**config.mk**
```make
export PLATFORM = sky130hd
export DESIGN_NAME = affinity_task_dispatch_queue_core
export DESIGN_NICKNAME = d
export VERILOG_FILES = /design/src/hw/rtl/atdq_pkg.sv /design/src/hw/rtl/atdq_ram.sv /design/src/hw/rtl/atdq_front.sv /design/src/hw/rtl/atdq_back.sv /design/src/hw/rtl/affinity_task_dispatch_queue_core.sv
export SDC_FILE = /design/constraint.sdc
export NUM_CORES = 2
export LEC_CHECK = 0
export ABC_CLOCK_PERIOD_IN_PS = 8300
export BUFFER_PORTS_ARGS = -buffer_cell sky130_fd_sc_hd__buf_2
export CELL_PAD_IN_SITES_DETAIL_PLACEMENT = 2
export CELL_PAD_IN_SITES_GLOBAL_PLACEMENT = 2
export CORE_MARGIN = 5
export CORE_UTILIZATION = 52
export CTS_BUF_LIST = sky130_fd_sc_hd__clkbuf_4 sky130_fd_sc_hd__clkbuf_8
export CTS_CLUSTER_DIAMETER = 150
export DETAILED_ROUTE_END_ITERATION = 10
export PLACE_DENSITY = 0.95
export SLEW_MARGIN = 20
export SYNTH_ARGS = -nofsm -noshare
export SYNTH_HDL_FRONTEND = slang
export SYNTH_SLANG_ARGS = --single-unit
```
**constraint.sdc**
```tcl
create_clock -name i_clk -period 8.3 [get_ports i_clk]
set_clock_uncertainty 0.15 [all_clocks]
set_input_delay 0.415 -clock i_clk [delete_from_list [all_inputs] [get_ports i_clk]]
set_output_delay 0.415 -clock i_clk [all_outputs]
set_load 0.02 [all_outputs]
```
**src/hw/rtl/atdq_pkg.sv**
```systemverilog
// Package for the affinity task dispatch queue.
// Holds the beat and entry types and the operation, type and status codes.
// No dependencies.
`timescale 1ns / 1ps

package atdq_pkg;

    localparam logic [2:0] KIND_ENQ = 3'd0;
    localparam logic [2:0] KIND_REQ = 3'd1;
    localparam logic [2:0] KIND_CMP = 3'd2;
    localparam logic [2:0] KIND_REL = 3'd3;
    localparam logic [2:0] KIND_ACK = 3'd4;

    localparam logic [2:0] OP_ENQ  = 3'd0;
    localparam logic [2:0] OP_REQ  = 3'd1;
    localparam logic [2:0] OP_CMP  = 3'd2;
    localparam logic [2:0] OP_REL  = 3'd3;
    localparam logic [2:0] OP_ACK  = 3'd4;
    localparam logic [2:0] OP_NONE = 3'd5;

    localparam logic [1:0] TYPE_ORD  = 2'd0;
    localparam logic [1:0] TYPE_BAR  = 2'd1;
    localparam logic [1:0] TYPE_IDLE = 2'd2;
    localparam logic [1:0] TYPE_NOOP = 2'd3;

    localparam logic [1:0] ST_DONE = 2'd0;
    localparam logic [1:0] ST_WAIT = 2'd1;
    localparam logic [1:0] ST_FULL = 2'd2;

    localparam logic REG_USE_AFF = 1'b0;

    typedef struct packed {
        logic [2:0]  kind;
        logic [3:0]  worker;
        logic [15:0] task_tag;
        logic [1:0]  task_type;
        logic [4:0]  task_affinity;
    } t_item;

    typedef struct packed {
        logic [1:0]  status;
        logic [15:0] out_tag;
        logic [1:0]  out_type;
        logic        all_done;
        logic [4:0]  busy_count;
        logic [6:0]  queue_length;
    } t_result;

    typedef struct packed {
        logic [15:0] tag;
        logic [1:0]  etype;
        logic [4:0]  aff;
    } t_entry;

    typedef struct packed {
        logic [2:0] op;
        logic [3:0] worker;
        t_entry     entry;
    } t_cmd;

endpackage

```
**src/hw/rtl/atdq_ram.sv**
```systemverilog
// Generic single write port, single read port RAM with registered read data.
// No dependencies.
`timescale 1ns / 1ps

module atdq_ram #(
    parameter int WIDTH = 23,
    parameter int DEPTH = 64
) (
    input  logic                     i_clk,
    input  logic                     i_we,
    input  logic [$clog2(DEPTH)-1:0] i_waddr,
    input  logic [WIDTH-1:0]         i_wdata,
    input  logic [$clog2(DEPTH)-1:0] i_raddr,
    output logic [WIDTH-1:0]         o_rdata
);

    logic [WIDTH-1:0] r_mem [DEPTH];
    logic [WIDTH-1:0] r_rdata;

    always_ff @(posedge i_clk) begin
        if (i_we) begin
            r_mem[i_waddr] <= i_wdata;
        end
        r_rdata <= r_mem[i_raddr];
    end

    assign o_rdata = r_rdata;

endmodule

```
**src/hw/rtl/atdq_front.sv**
```systemverilog
// Front end of the dispatch queue: accepts beats and classifies them into commands.
// Holds a two-entry command queue towards the back end. Depends on atdq_pkg.
`timescale 1ns / 1ps

module atdq_front (
    input  logic             i_clk,
    input  logic             i_rst_n,
    input  logic             i_start,
    input  atdq_pkg::t_item  i_item,
    output logic             o_busy,
    output logic             o_cmd_valid,
    output atdq_pkg::t_cmd   o_cmd,
    input  logic             i_cmd_ready
);

    logic           r_v0, r_v1, n_v0, n_v1;
    atdq_pkg::t_cmd r_e0, r_e1, n_e0, n_e1;
    atdq_pkg::t_cmd w_cls;
    logic           w_push, w_pop;

    always_comb begin
        w_cls.worker      = i_item.worker;
        w_cls.entry.tag   = i_item.task_tag;
        w_cls.entry.etype = i_item.task_type;
        w_cls.entry.aff   = i_item.task_affinity;
        unique case (i_item.kind)
            atdq_pkg::KIND_ENQ: w_cls.op = atdq_pkg::OP_ENQ;
            atdq_pkg::KIND_REQ: w_cls.op = atdq_pkg::OP_REQ;
            atdq_pkg::KIND_CMP: w_cls.op = atdq_pkg::OP_CMP;
            atdq_pkg::KIND_REL: w_cls.op = atdq_pkg::OP_REL;
            atdq_pkg::KIND_ACK: w_cls.op = atdq_pkg::OP_ACK;
            default:            w_cls.op = atdq_pkg::OP_NONE;
        endcase
    end

    assign o_busy      = r_v1;
    assign w_push      = i_start & ~r_v1;
    assign w_pop       = r_v0 & i_cmd_ready;
    assign o_cmd_valid = r_v0;
    assign o_cmd       = r_e0;

    always_comb begin
        n_v0 = r_v0;
        n_v1 = r_v1;
        n_e0 = r_e0;
        n_e1 = r_e1;
        if (w_pop) begin
            n_v0 = r_v1;
            n_e0 = r_e1;
            n_v1 = 1'b0;
        end
        if (w_push) begin
            if (!n_v0) begin
                n_v0 = 1'b1;
                n_e0 = w_cls;
            end else begin
                n_v1 = 1'b1;
                n_e1 = w_cls;
            end
        end
    end

    always_ff @(posedge i_clk) begin
        if (!i_rst_n) begin
            r_v0 <= 1'b0;
            r_v1 <= 1'b0;
        end else begin
            r_v0 <= n_v0;
            r_v1 <= n_v1;
        end
        r_e0 <= n_e0;
        r_e1 <= n_e1;
    end

endmodule

```
**src/hw/rtl/atdq_back.sv**
```systemverilog
// Back end of the dispatch queue: executes commands against the task store.
// Scans, compacts and dispenses entries held in atdq_ram. Depends on atdq_pkg.
`timescale 1ns / 1ps

module atdq_back #(
    parameter int QUEUE_DEPTH = 64,
    parameter int NUM_WORKERS = 16
) (
    input  logic               i_clk,
    input  logic               i_rst_n,
    input  logic               i_use_aff,
    input  logic               i_cmd_valid,
    input  atdq_pkg::t_cmd     i_cmd,
    output logic               o_cmd_ready,
    output logic               o_res_valid,
    output atdq_pkg::t_result  o_res
);

    localparam int AW = $clog2(QUEUE_DEPTH);
    localparam int CW = $clog2(QUEUE_DEPTH + 1);
    localparam int BW = $clog2(NUM_WORKERS + 1);
    localparam int EW = $bits(atdq_pkg::t_entry);

    localparam logic [2:0] S_IDLE = 3'd0;
    localparam logic [2:0] S_SCAN = 3'd1;
    localparam logic [2:0] S_SHR  = 3'd2;
    localparam logic [2:0] S_SHW  = 3'd3;
    localparam logic [2:0] S_TAKE = 3'd4;

    logic [2:0]             r_state, n_state;
    logic [AW-1:0]          r_head, n_head;
    logic [CW-1:0]          r_count, n_count;
    logic                   r_blocked, n_blocked;
    logic [3:0]             r_bwk, n_bwk;
    logic [BW-1:0]          r_busy, n_busy;
    logic [NUM_WORKERS-1:0] r_flags, n_flags;
    logic [3:0]             r_wk, n_wk;
    logic [AW:0]            r_ridx, n_ridx;
    logic                   r_cv, n_cv;
    logic [AW-1:0]          r_cidx, n_cidx;
    logic [AW-1:0]          r_j, n_j;
    atdq_pkg::t_entry       r_first, n_first;
    atdq_pkg::t_entry       r_sel, n_sel;
    logic                   r_res_valid, n_res_valid;
    atdq_pkg::t_result      r_res, n_res;

    logic                   w_we;
    logic [AW-1:0]          w_waddr, w_raddr;
    atdq_pkg::t_entry       w_wdata, w_rdata;
    logic [EW-1:0]          w_rdata_raw;
    logic                   w_flag_hit;
    logic [BW-1:0]          w_busy_inc;
    atdq_pkg::t_entry       w_first_sel;
    logic                   w_last;

    function automatic logic [AW-1:0] phys(input logic [AW-1:0] head, input logic [AW:0] idx);
        logic [AW:0] s;
        s = {1'b0, head} + idx;
        if (s >= (AW+1)'(QUEUE_DEPTH)) begin
            s = s - (AW+1)'(QUEUE_DEPTH);
        end
        return s[AW-1:0];
    endfunction

    atdq_ram #(
        .WIDTH(EW),
        .DEPTH(QUEUE_DEPTH)
    ) u_ram (
        .i_clk   (i_clk),
        .i_we    (w_we),
        .i_waddr (w_waddr),
        .i_wdata (w_wdata),
        .i_raddr (w_raddr),
        .o_rdata (w_rdata_raw)
    );

    assign w_rdata     = w_rdata_raw;
    assign o_cmd_ready = (r_state == S_IDLE);
    assign o_res_valid = r_res_valid;
    assign o_res       = r_res;
    assign w_busy_inc  = (r_busy < BW'(NUM_WORKERS)) ? r_busy + 1'b1 : r_busy;
    assign w_first_sel = (r_cidx == '0) ? w_rdata : r_first;
    assign w_last      = ((AW+1)'(r_cidx) + 1'b1) == (AW+1)'(r_count);

    always_comb begin
        w_flag_hit = 1'b0;
        for (int k = 0; k < NUM_WORKERS; k++) begin
            if (k == int'(i_cmd.worker) && r_flags[k]) begin
                w_flag_hit = 1'b1;
            end
        end
    end

    always_comb begin
        n_state     = r_state;
        n_head      = r_head;
        n_count     = r_count;
        n_blocked   = r_blocked;
        n_bwk       = r_bwk;
        n_busy      = r_busy;
        n_flags     = r_flags;
        n_wk        = r_wk;
        n_ridx      = r_ridx;
        n_cv        = 1'b0;
        n_cidx      = r_cidx;
        n_j         = r_j;
        n_first     = r_first;
        n_sel       = r_sel;
        n_res_valid = 1'b0;
        n_res       = r_res;
        w_we        = 1'b0;
        w_waddr     = phys(r_head, (AW+1)'(r_count));
        w_wdata     = i_cmd.entry;
        w_raddr     = phys(r_head, r_ridx);

        n_res.status   = atdq_pkg::ST_DONE;
        n_res.out_tag  = '0;
        n_res.out_type = atdq_pkg::TYPE_NOOP;
        n_res.all_done = 1'b0;

        unique case (r_state)
            S_IDLE: begin
                if (i_cmd_valid) begin
                    n_res_valid = 1'b1;
                    case (i_cmd.op)
                        atdq_pkg::OP_ENQ: begin
                            if (r_count >= CW'(QUEUE_DEPTH)) begin
                                n_res.status = atdq_pkg::ST_FULL;
                            end else begin
                                w_we    = 1'b1;
                                n_count = r_count + 1'b1;
                            end
                        end
                        atdq_pkg::OP_REQ: begin
                            if (r_blocked || (r_count == '0 && !w_flag_hit)) begin
                                n_res.status = atdq_pkg::ST_WAIT;
                            end else if (r_count == '0) begin
                                n_busy = w_busy_inc;
                            end else begin
                                n_res_valid = 1'b0;
                                n_wk        = i_cmd.worker;
                                n_ridx      = '0;
                                n_state     = S_SCAN;
                            end
                        end
                        atdq_pkg::OP_CMP: begin
                            if (r_blocked && r_bwk == i_cmd.worker) begin
                                n_blocked = 1'b0;
                                n_bwk     = '0;
                            end
                            if (r_busy != '0) begin
                                n_busy = r_busy - 1'b1;
                            end
                            n_res.all_done = (n_busy == '0) && (r_count == '0);
                        end
                        atdq_pkg::OP_REL: begin
                            n_flags = '1;
                        end
                        atdq_pkg::OP_ACK: begin
                            for (int k = 0; k < NUM_WORKERS; k++) begin
                                if (k == int'(i_cmd.worker)) begin
                                    n_flags[k] = 1'b0;
                                end
                            end
                        end
                        default: begin
                        end
                    endcase
                end
            end
            S_SCAN: begin
                w_raddr = phys(r_head, r_ridx);
                n_ridx  = r_ridx + 1'b1;
                n_cv    = r_ridx < (AW+1)'(r_count);
                n_cidx  = r_ridx[AW-1:0];
                if (r_cv) begin
                    if (r_cidx == '0) begin
                        n_first = w_rdata;
                    end
                    if (!i_use_aff || w_rdata.etype == atdq_pkg::TYPE_BAR) begin
                        n_sel   = w_first_sel;
                        n_state = S_TAKE;
                    end else if (w_rdata.aff == {1'b0, r_wk}) begin
                        n_sel = w_rdata;
                        n_j   = r_cidx;
                        n_state = (r_cidx == '0) ? S_TAKE : S_SHR;
                    end else if (w_last) begin
                        n_sel   = w_first_sel;
                        n_state = S_TAKE;
                    end
                end
            end
            S_SHR: begin
                w_raddr = phys(r_head, (AW+1)'(r_j - 1'b1));
                n_state = S_SHW;
            end
            S_SHW: begin
                w_we    = 1'b1;
                w_waddr = phys(r_head, (AW+1)'(r_j));
                w_wdata = w_rdata;
                n_j     = r_j - 1'b1;
                n_state = (r_j == AW'(1)) ? S_TAKE : S_SHR;
            end
            S_TAKE: begin
                n_head  = phys(r_head, (AW+1)'(1));
                n_count = r_count - 1'b1;
                if (r_sel.etype == atdq_pkg::TYPE_BAR) begin
                    n_blocked = 1'b1;
                    n_bwk     = r_wk;
                end
                if (r_sel.etype != atdq_pkg::TYPE_IDLE) begin
                    n_busy = w_busy_inc;
                end
                n_res.out_type = r_sel.etype;
                n_res.out_tag  = (r_sel.etype == atdq_pkg::TYPE_NOOP) ? '0 : r_sel.tag;
                n_res_valid    = 1'b1;
                n_state        = S_IDLE;
            end
            default: begin
                n_state = S_IDLE;
            end
        endcase

        n_res.busy_count   = 5'(n_busy);
        n_res.queue_length = 7'(n_count);
    end

    always_ff @(posedge i_clk) begin
        if (!i_rst_n) begin
            r_state     <= S_IDLE;
            r_head      <= '0;
            r_count     <= '0;
            r_blocked   <= 1'b0;
            r_bwk       <= '0;
            r_busy      <= '0;
            r_flags     <= '0;
            r_cv        <= 1'b0;
            r_res_valid <= 1'b0;
        end else begin
            r_state     <= n_state;
            r_head      <= n_head;
            r_count     <= n_count;
            r_blocked   <= n_blocked;
            r_bwk       <= n_bwk;
            r_busy      <= n_busy;
            r_flags     <= n_flags;
            r_cv        <= n_cv;
            r_res_valid <= n_res_valid;
        end
        r_wk    <= n_wk;
        r_ridx  <= n_ridx;
        r_cidx  <= n_cidx;
        r_j     <= n_j;
        r_first <= n_first;
        r_sel   <= n_sel;
        r_res   <= n_res;
    end

`ifndef SYNTH
    a_count_bound: assert property (@(posedge i_clk) disable iff (!i_rst_n)
        r_count <= CW'(QUEUE_DEPTH))
        else $error("queue count exceeds depth");

    a_head_bound: assert property (@(posedge i_clk) disable iff (!i_rst_n)
        r_head < AW'(QUEUE_DEPTH - 1) || r_head == AW'(QUEUE_DEPTH - 1))
        else $error("head pointer out of range");

    a_no_res_busy: assert property (@(posedge i_clk) disable iff (!i_rst_n)
        r_state != S_IDLE |-> !r_res_valid)
        else $error("result issued while a request is in progress");

    a_blocked_waits: assert property (@(posedge i_clk) disable iff (!i_rst_n)
        (r_state == S_IDLE && i_cmd_valid && i_cmd.op == atdq_pkg::OP_REQ && r_blocked)
        |=> (r_res_valid && r_res.status == atdq_pkg::ST_WAIT))
        else $error("blocked request was not told to wait");
`endif

endmodule

```
**src/hw/rtl/affinity_task_dispatch_queue_core.sv**
```systemverilog
// Top level of the affinity task dispatch queue.
// Instantiates atdq_front and atdq_back and holds the APB configuration register.
// Depends on atdq_pkg.
`timescale 1ns / 1ps

// A command beat is taken on i_item at a clock edge where start is high and
// busy is low. Each beat gives exactly one result beat on o_res, marked by
// o_res_valid for one cycle; the receiver cannot hold it off.
// Enqueue, completion, release and acknowledge beats are answered with a
// registered result once the idle back end takes them from the front end.
// A request that dispenses a queued task scans the queue one entry per
// cycle, up to the first barrier, affinity match or the end of the queue,
// and then moves each entry ahead of the chosen one back by one slot, all
// through the single read and single write port of the task memory.
// The front end buffers two commands, so busy rises only while the back end
// is occupied with a long request.
// The use_affinity register sits at APB address 0. The user must write it only
// while the block is idle; the block does not enforce this. A synchronous reset
// empties the queue and clears blocking, busy count, release flags, use_affinity.
module affinity_task_dispatch_queue_core #(
    parameter int QUEUE_DEPTH = 64,
    parameter int NUM_WORKERS = 16
) (
    input  logic               i_clk,
    input  logic               i_rst_n,
    input  logic               start,
    output logic               busy,
    input  atdq_pkg::t_item    i_item,
    output logic               o_res_valid,
    output atdq_pkg::t_result  o_res,
    input  logic               psel,
    input  logic               penable,
    input  logic               pwrite,
    input  logic [0:0]         paddr,
    input  logic [31:0]        pwdata,
    output logic [31:0]        prdata,
    output logic               pready
);

    logic           r_use_aff;
    logic           w_cmd_valid, w_cmd_ready;
    atdq_pkg::t_cmd w_cmd;

    assign pready = 1'b1;
    assign prdata = (paddr == atdq_pkg::REG_USE_AFF) ? {31'b0, r_use_aff} : 32'b0;

    always_ff @(posedge i_clk) begin
        if (!i_rst_n) begin
            r_use_aff <= 1'b0;
        end else if (psel && penable && pwrite && pready
                     && paddr == atdq_pkg::REG_USE_AFF) begin
            r_use_aff <= pwdata[0];
        end
    end

    atdq_front u_front (
        .i_clk       (i_clk),
        .i_rst_n     (i_rst_n),
        .i_start     (start),
        .i_item      (i_item),
        .o_busy      (busy),
        .o_cmd_valid (w_cmd_valid),
        .o_cmd       (w_cmd),
        .i_cmd_ready (w_cmd_ready)
    );

    atdq_back #(
        .QUEUE_DEPTH(QUEUE_DEPTH),
        .NUM_WORKERS(NUM_WORKERS)
    ) u_back (
        .i_clk       (i_clk),
        .i_rst_n     (i_rst_n),
        .i_use_aff   (r_use_aff),
        .i_cmd_valid (w_cmd_valid),
        .i_cmd       (w_cmd),
        .o_cmd_ready (w_cmd_ready),
        .o_res_valid (o_res_valid),
        .o_res       (o_res)
    );

endmodule
```
==> results.cfg, run 1 <==
[outcome]
stop_stage = 4_1_cts
tool.error = [ERROR DPL-0033] detailed placement checks failed during check placement.
status = did not finish

[die]
start_util_pct = 52.1
num_rows = 133
die_y_um = 372
die_w_um = 372
ios = 137

[logic_synthesis]
syn_inst = 4537
ys_seq_area_share_pct = 72.6
synth_top_area_cell = edfxtp_1
synthFlopType = edfxtp_1
synth.distinct_cells = 82
synth_top_area_share_pct = 68.7
ys_ff_latch = 1694
async_reset_ff_share_pct = 0
synth-edff-count = 1561
synthesis.area_um2 = 68200
synth_area_per_cell_um2 = 15.0
ys_warn_count = 0
synthTopCellsByArea = edfxtp_1, mux4_2, nand2_1

[clocking]
cts_resized = 0
postCtsSetupBuffers = 0
root_buffer = clkbuf_8
clockBufferDepth = 4
htreeDepth = 5
cts_sinks = 1694
numCtsBuffers = 299
ctsHoldBuffers = 50

[place]
post-dp-hpwl_um = 171000
port_buffers = 73
dp_slack_ns = 2.16
globalplace.congestion = 0.837
dpl_cell_area_um2 = 70900
==> synthesized netlist by cell type, drive strengths merged, types with 36 or more instances <==
| cell | instances |
|---|---|
| mux2i | 94 |
| nand3 | 281 |
| a31oi | 86 |
| ha | 36 |
| inv | 45 |
| dfxtp | 133 |
| and3 | 65 |
| a21oi | 89 |
| edfxtp | 1561 |
| mux2 | 63 |
| nand2 | 919 |
| a311oi | 51 |
| mux4 | 188 |
| o21ai | 60 |
| nor2b | 45 |
| clkbuf | 106 |
| buf | 182 |
| nor2 | 172 |
==> logic make-up after synthesis <==
group | Yosys count | synth area share (%)
multiplexers | 345 | 8.65
other | 2 | 0.0110
XOR/XNOR | 50 | 0.653
buffers and inverters | 334 | 2.39
flip-flops | 1694 | 72.6
AND/OR/NAND/NOR | 1623 | 10.5
adder cells (fa/ha/maj) | 39 | 0.748
AO/OA/AOI/OAI | 450 | 4.46
==> through the flow <==
stage / hold WS, ns / instances
floorplan: 0.279 / 4567
global placement: 0.292 / 6236
detailed placement: 0.325 / 6236
==> run 2, diff against run 1 <==
CELL_PAD_IN_SITES_DETAIL_PLACEMENT = not set   (was 2)
CELL_PAD_IN_SITES_GLOBAL_PLACEMENT = not set   (was 2)
CORE_UTILIZATION = 40   (was 52)
CTS_BUF_LIST = not set   (was sky130_fd_sc_hd__clkbuf_4 sky130_fd_sc_hd__clkbuf_8)
CTS_CLUSTER_DIAMETER = not set   (was 150)
PLACE_DENSITY = not set   (was 0.95)
PLACE_DENSITY_LB_ADDON = 0.15   (was not set)
==> results.cfg, run 2 <==
[outcome]
status = finished, final reports clean

[worst_setup_path]
r2r_slack_ns = 2.56
critical_path.cell_chain = inv_1 > ha_1 > inv_1 > ha_1 > fa_1 > xor2_2 > and2_1 > a31o_4 > buf_4 > buf_4 > mux2i_1 > a22o_1 > nor4_1 > a41oi_1 > or4b_1
crit_start = u_back.r_head[1]
cpMaxStageDelayCell = xor2_2
critPathBufInv = 4
endpoint = u_back.u_ram.o_rdata[19]
crit_cells = 15
reg2reg_depth = 15
timing.critical_path.from_type = register
crit_path_max_fanout = 42
slowest_delay_ns = 0.68
crit_family = buffers and inverters
critPathArrivalTime_ns = 6.27
cp-end-kind = register
cp.required_ns = 8.83
rr_startpoint = u_back.r_head[1]
r2r-end = u_back.u_ram.o_rdata[19]
criticalPathCategory = reg2reg

[clocking]
clockBufferDepth = 3
postCtsSetupBuffers = 0
clk_pin_slew_ns = 0.07
clock_insertion_delay_worst_skew_ns = 0.82
tritoncts = done
cts_resized = 0
htreeDepth = 4
numCtsBuffers = 179
cts_sinks = 1694
root_buffer = clkbuf_16

[die]
die_y_um = 423
core_area_um2 = 169000
start_util_pct = 40.3
die_w_um = 423
num_rows = 151
dieArea_um2 = 179000
ios = 137

[global_routing]
grt-ovfl-total = 0
met2_usage_pct = 31.8
grt_use_total_pct = 20.3
grt_max_degree = 135
grt_pass1_wl_um = 269000
busiest_layer = met2
grt_pass1_vias = 38000
grtUsageMet1_pct = 29.4
antenna_found_initial = 7
grtUsageMet3_pct = 3.19

[place]
globalplace.congestion = 0.841
post-dp-hpwl_um = 105000
port_buffers = 73

[cells_and_area]
fillCellCount = 14800
fin_nets = 4804
final_common_cell = edfxtp_1
multi_input_area_um2 = 17500
final_cell_mix = edfxtp_1, nand2_1, nand3_1, mux4_2, clkbuf_16
largest_register_ffs = 1472
seqCellArea_um2 = 49500
layout-drive-gt1-share_pct = 16.8
area_growth_pct = 13.7
largest-register = u_back.u_ram.r_mem

[logic_synthesis]
ys_seq_area_share_pct = 72.6
synth_commonest_cells = edfxtp_1, nand2_1, nand3_1
synth_top_area_cell = edfxtp_1
syn_inst = 4537
synth_area_per_cell_um2 = 15.0
yosysMostFrequentCell = edfxtp_1
synth-edff-count = 1561
ys_ff_latch = 1694
synthFlopType = edfxtp_1
synth_top_area_share_pct = 68.7
synth.distinct_cells = 82
ys_warn_count = 0
synthTopCellsByArea = edfxtp_1, mux4_2, nand2_1
async_reset_ff_share_pct = 0
synthesis.area_um2 = 68200

[timing]
hold_viol_final = 0
rsz0062_at_grt = no
setup_viol = 0
tightest_slew_ns = 1.15
fin_tns_setup_ns = 0
fin_crit_ns = 5.74
whs_ns = 0.109
maxSlewHeadroom_pct = 23.0
fmax_mhz = 174
min_period_over_period_pct = 69.2
drv_slew = 0

[min_path]
hold_path.class = in2reg
hp-start = i_rst_n

[routing]
vias_per_cell = 5.52
drtIter0Drc = 3970
vias = 39000
dr.pass1.iters = 5
ant_nets = 0
post_drt_wl_per_cell_um = 26.3
drt_wl_total_um = 186000
drcViolationCount = 0

[power]
vdd_ir_drop_max_mv = 0.205
static-leakage-power_nw = 26.2
p_per_area_nw_per_um2 = 228

[run]
cap_violations = 0
## run 2: cell counts after synthesis
No cell type changed its count.
## run 2: what timing repair did
| action | CTS | global route |
|---|---|---|
| endpoints found under the hold margin | 62 | 0 |
| hold buffers | 34 | 0 |
| endpoints found under the setup margin | 0 | 0 |
## run 2: cell families (layout without fill, tap and decap cells)
| kind of cell | count (synthesis) | after routing | share of synthesized area, % |
|---|---|---|---|
| DFF | 1694 | 1694 | 72.6 |
| and+or+nand+nor | 1623 | 1623 | 10.5 |
| AOI/OAI and AO/OA | 450 | 450 | 4.46 |
| muxes | 345 | 345 | 8.65 |
| buffers and inverters | 334 | 612 | 2.39 |
| xor gates and xnor gates | 50 | 50 | 0.653 |
| adders and majority gates | 39 | 39 | 0.748 |
| other | 2 | 36 | 0.0110 |
## run 2: through the flow
step                setup slack, ns  power, mW  std cells  area [µm²]  util (%)
floorplan                      3.55       9.84       4567       68400         -
global placement               2.62       10.1       6699       71400      42.1
detailed placement             2.58       10.1       6699       71400      42.2
CTS                            2.53       17.9       7063       77500      45.8
global route                   2.24       18.3       7063       77600      45.8
finish                         2.56       17.7       7067       77600      45.8
## run 2: worst register-to-register path: cells and delay by family, from the launching register on
kind	cells	cell delay, ns
compound gates	3	0.98
xor+xnor	1	0.68
fa+ha+maj	3	0.99
buf+inv	4	1.20
flops	1	0.47
mux	1	0.26
simple gates	3	0.86
## run 2: per-layer routing
metal,routed length (µm),part of all wire [%],vias to the layer above
li1,-,-,17500
met1,83400,45,20100
met2,85400,46,1208
met3,10900,5.9,259
met4,5970,3.2,0
met5,0,0,-
## run 2: worst min-delay path by stage
stage                                      to  slack, ns  cells after the start
after global routing      u_front.o_cmd_valid       0.11                      2
after floorplan              u_back.o_res[15]       0.28                      1
after global placement       u_back.o_res[25]       0.30                      1
final                     u_front.o_cmd_valid       0.11                      2
after CTS                 u_front.o_cmd_valid       0.05                      2
after detailed placement     u_back.o_res[25]       0.30                      1
## run 2: cell type report
class	instances	area share, %
Sequential cell	1694	63.9
Clock buffer	240	6.46
Multi-Input combinational cell	2539	22.6
Inverter	46	0.223
Antenna cell	4	0.0129
Clock inverter	90	0.981
Tap cell	2218	3.58
Timing Repair Buffer	236	2.30
## run 2: report_power, final
part / internal [mW] / switching, mW / total [mW] / leakage, nW
clock: 4.47 / 3.35 / 7.82 / 2.83
combinational: 0.0725 / 0.342 / 0.414 / 8.31
sequential: 9.44 / 0.0336 / 9.48 / 15.1
(Power assumes the default switching activity.)
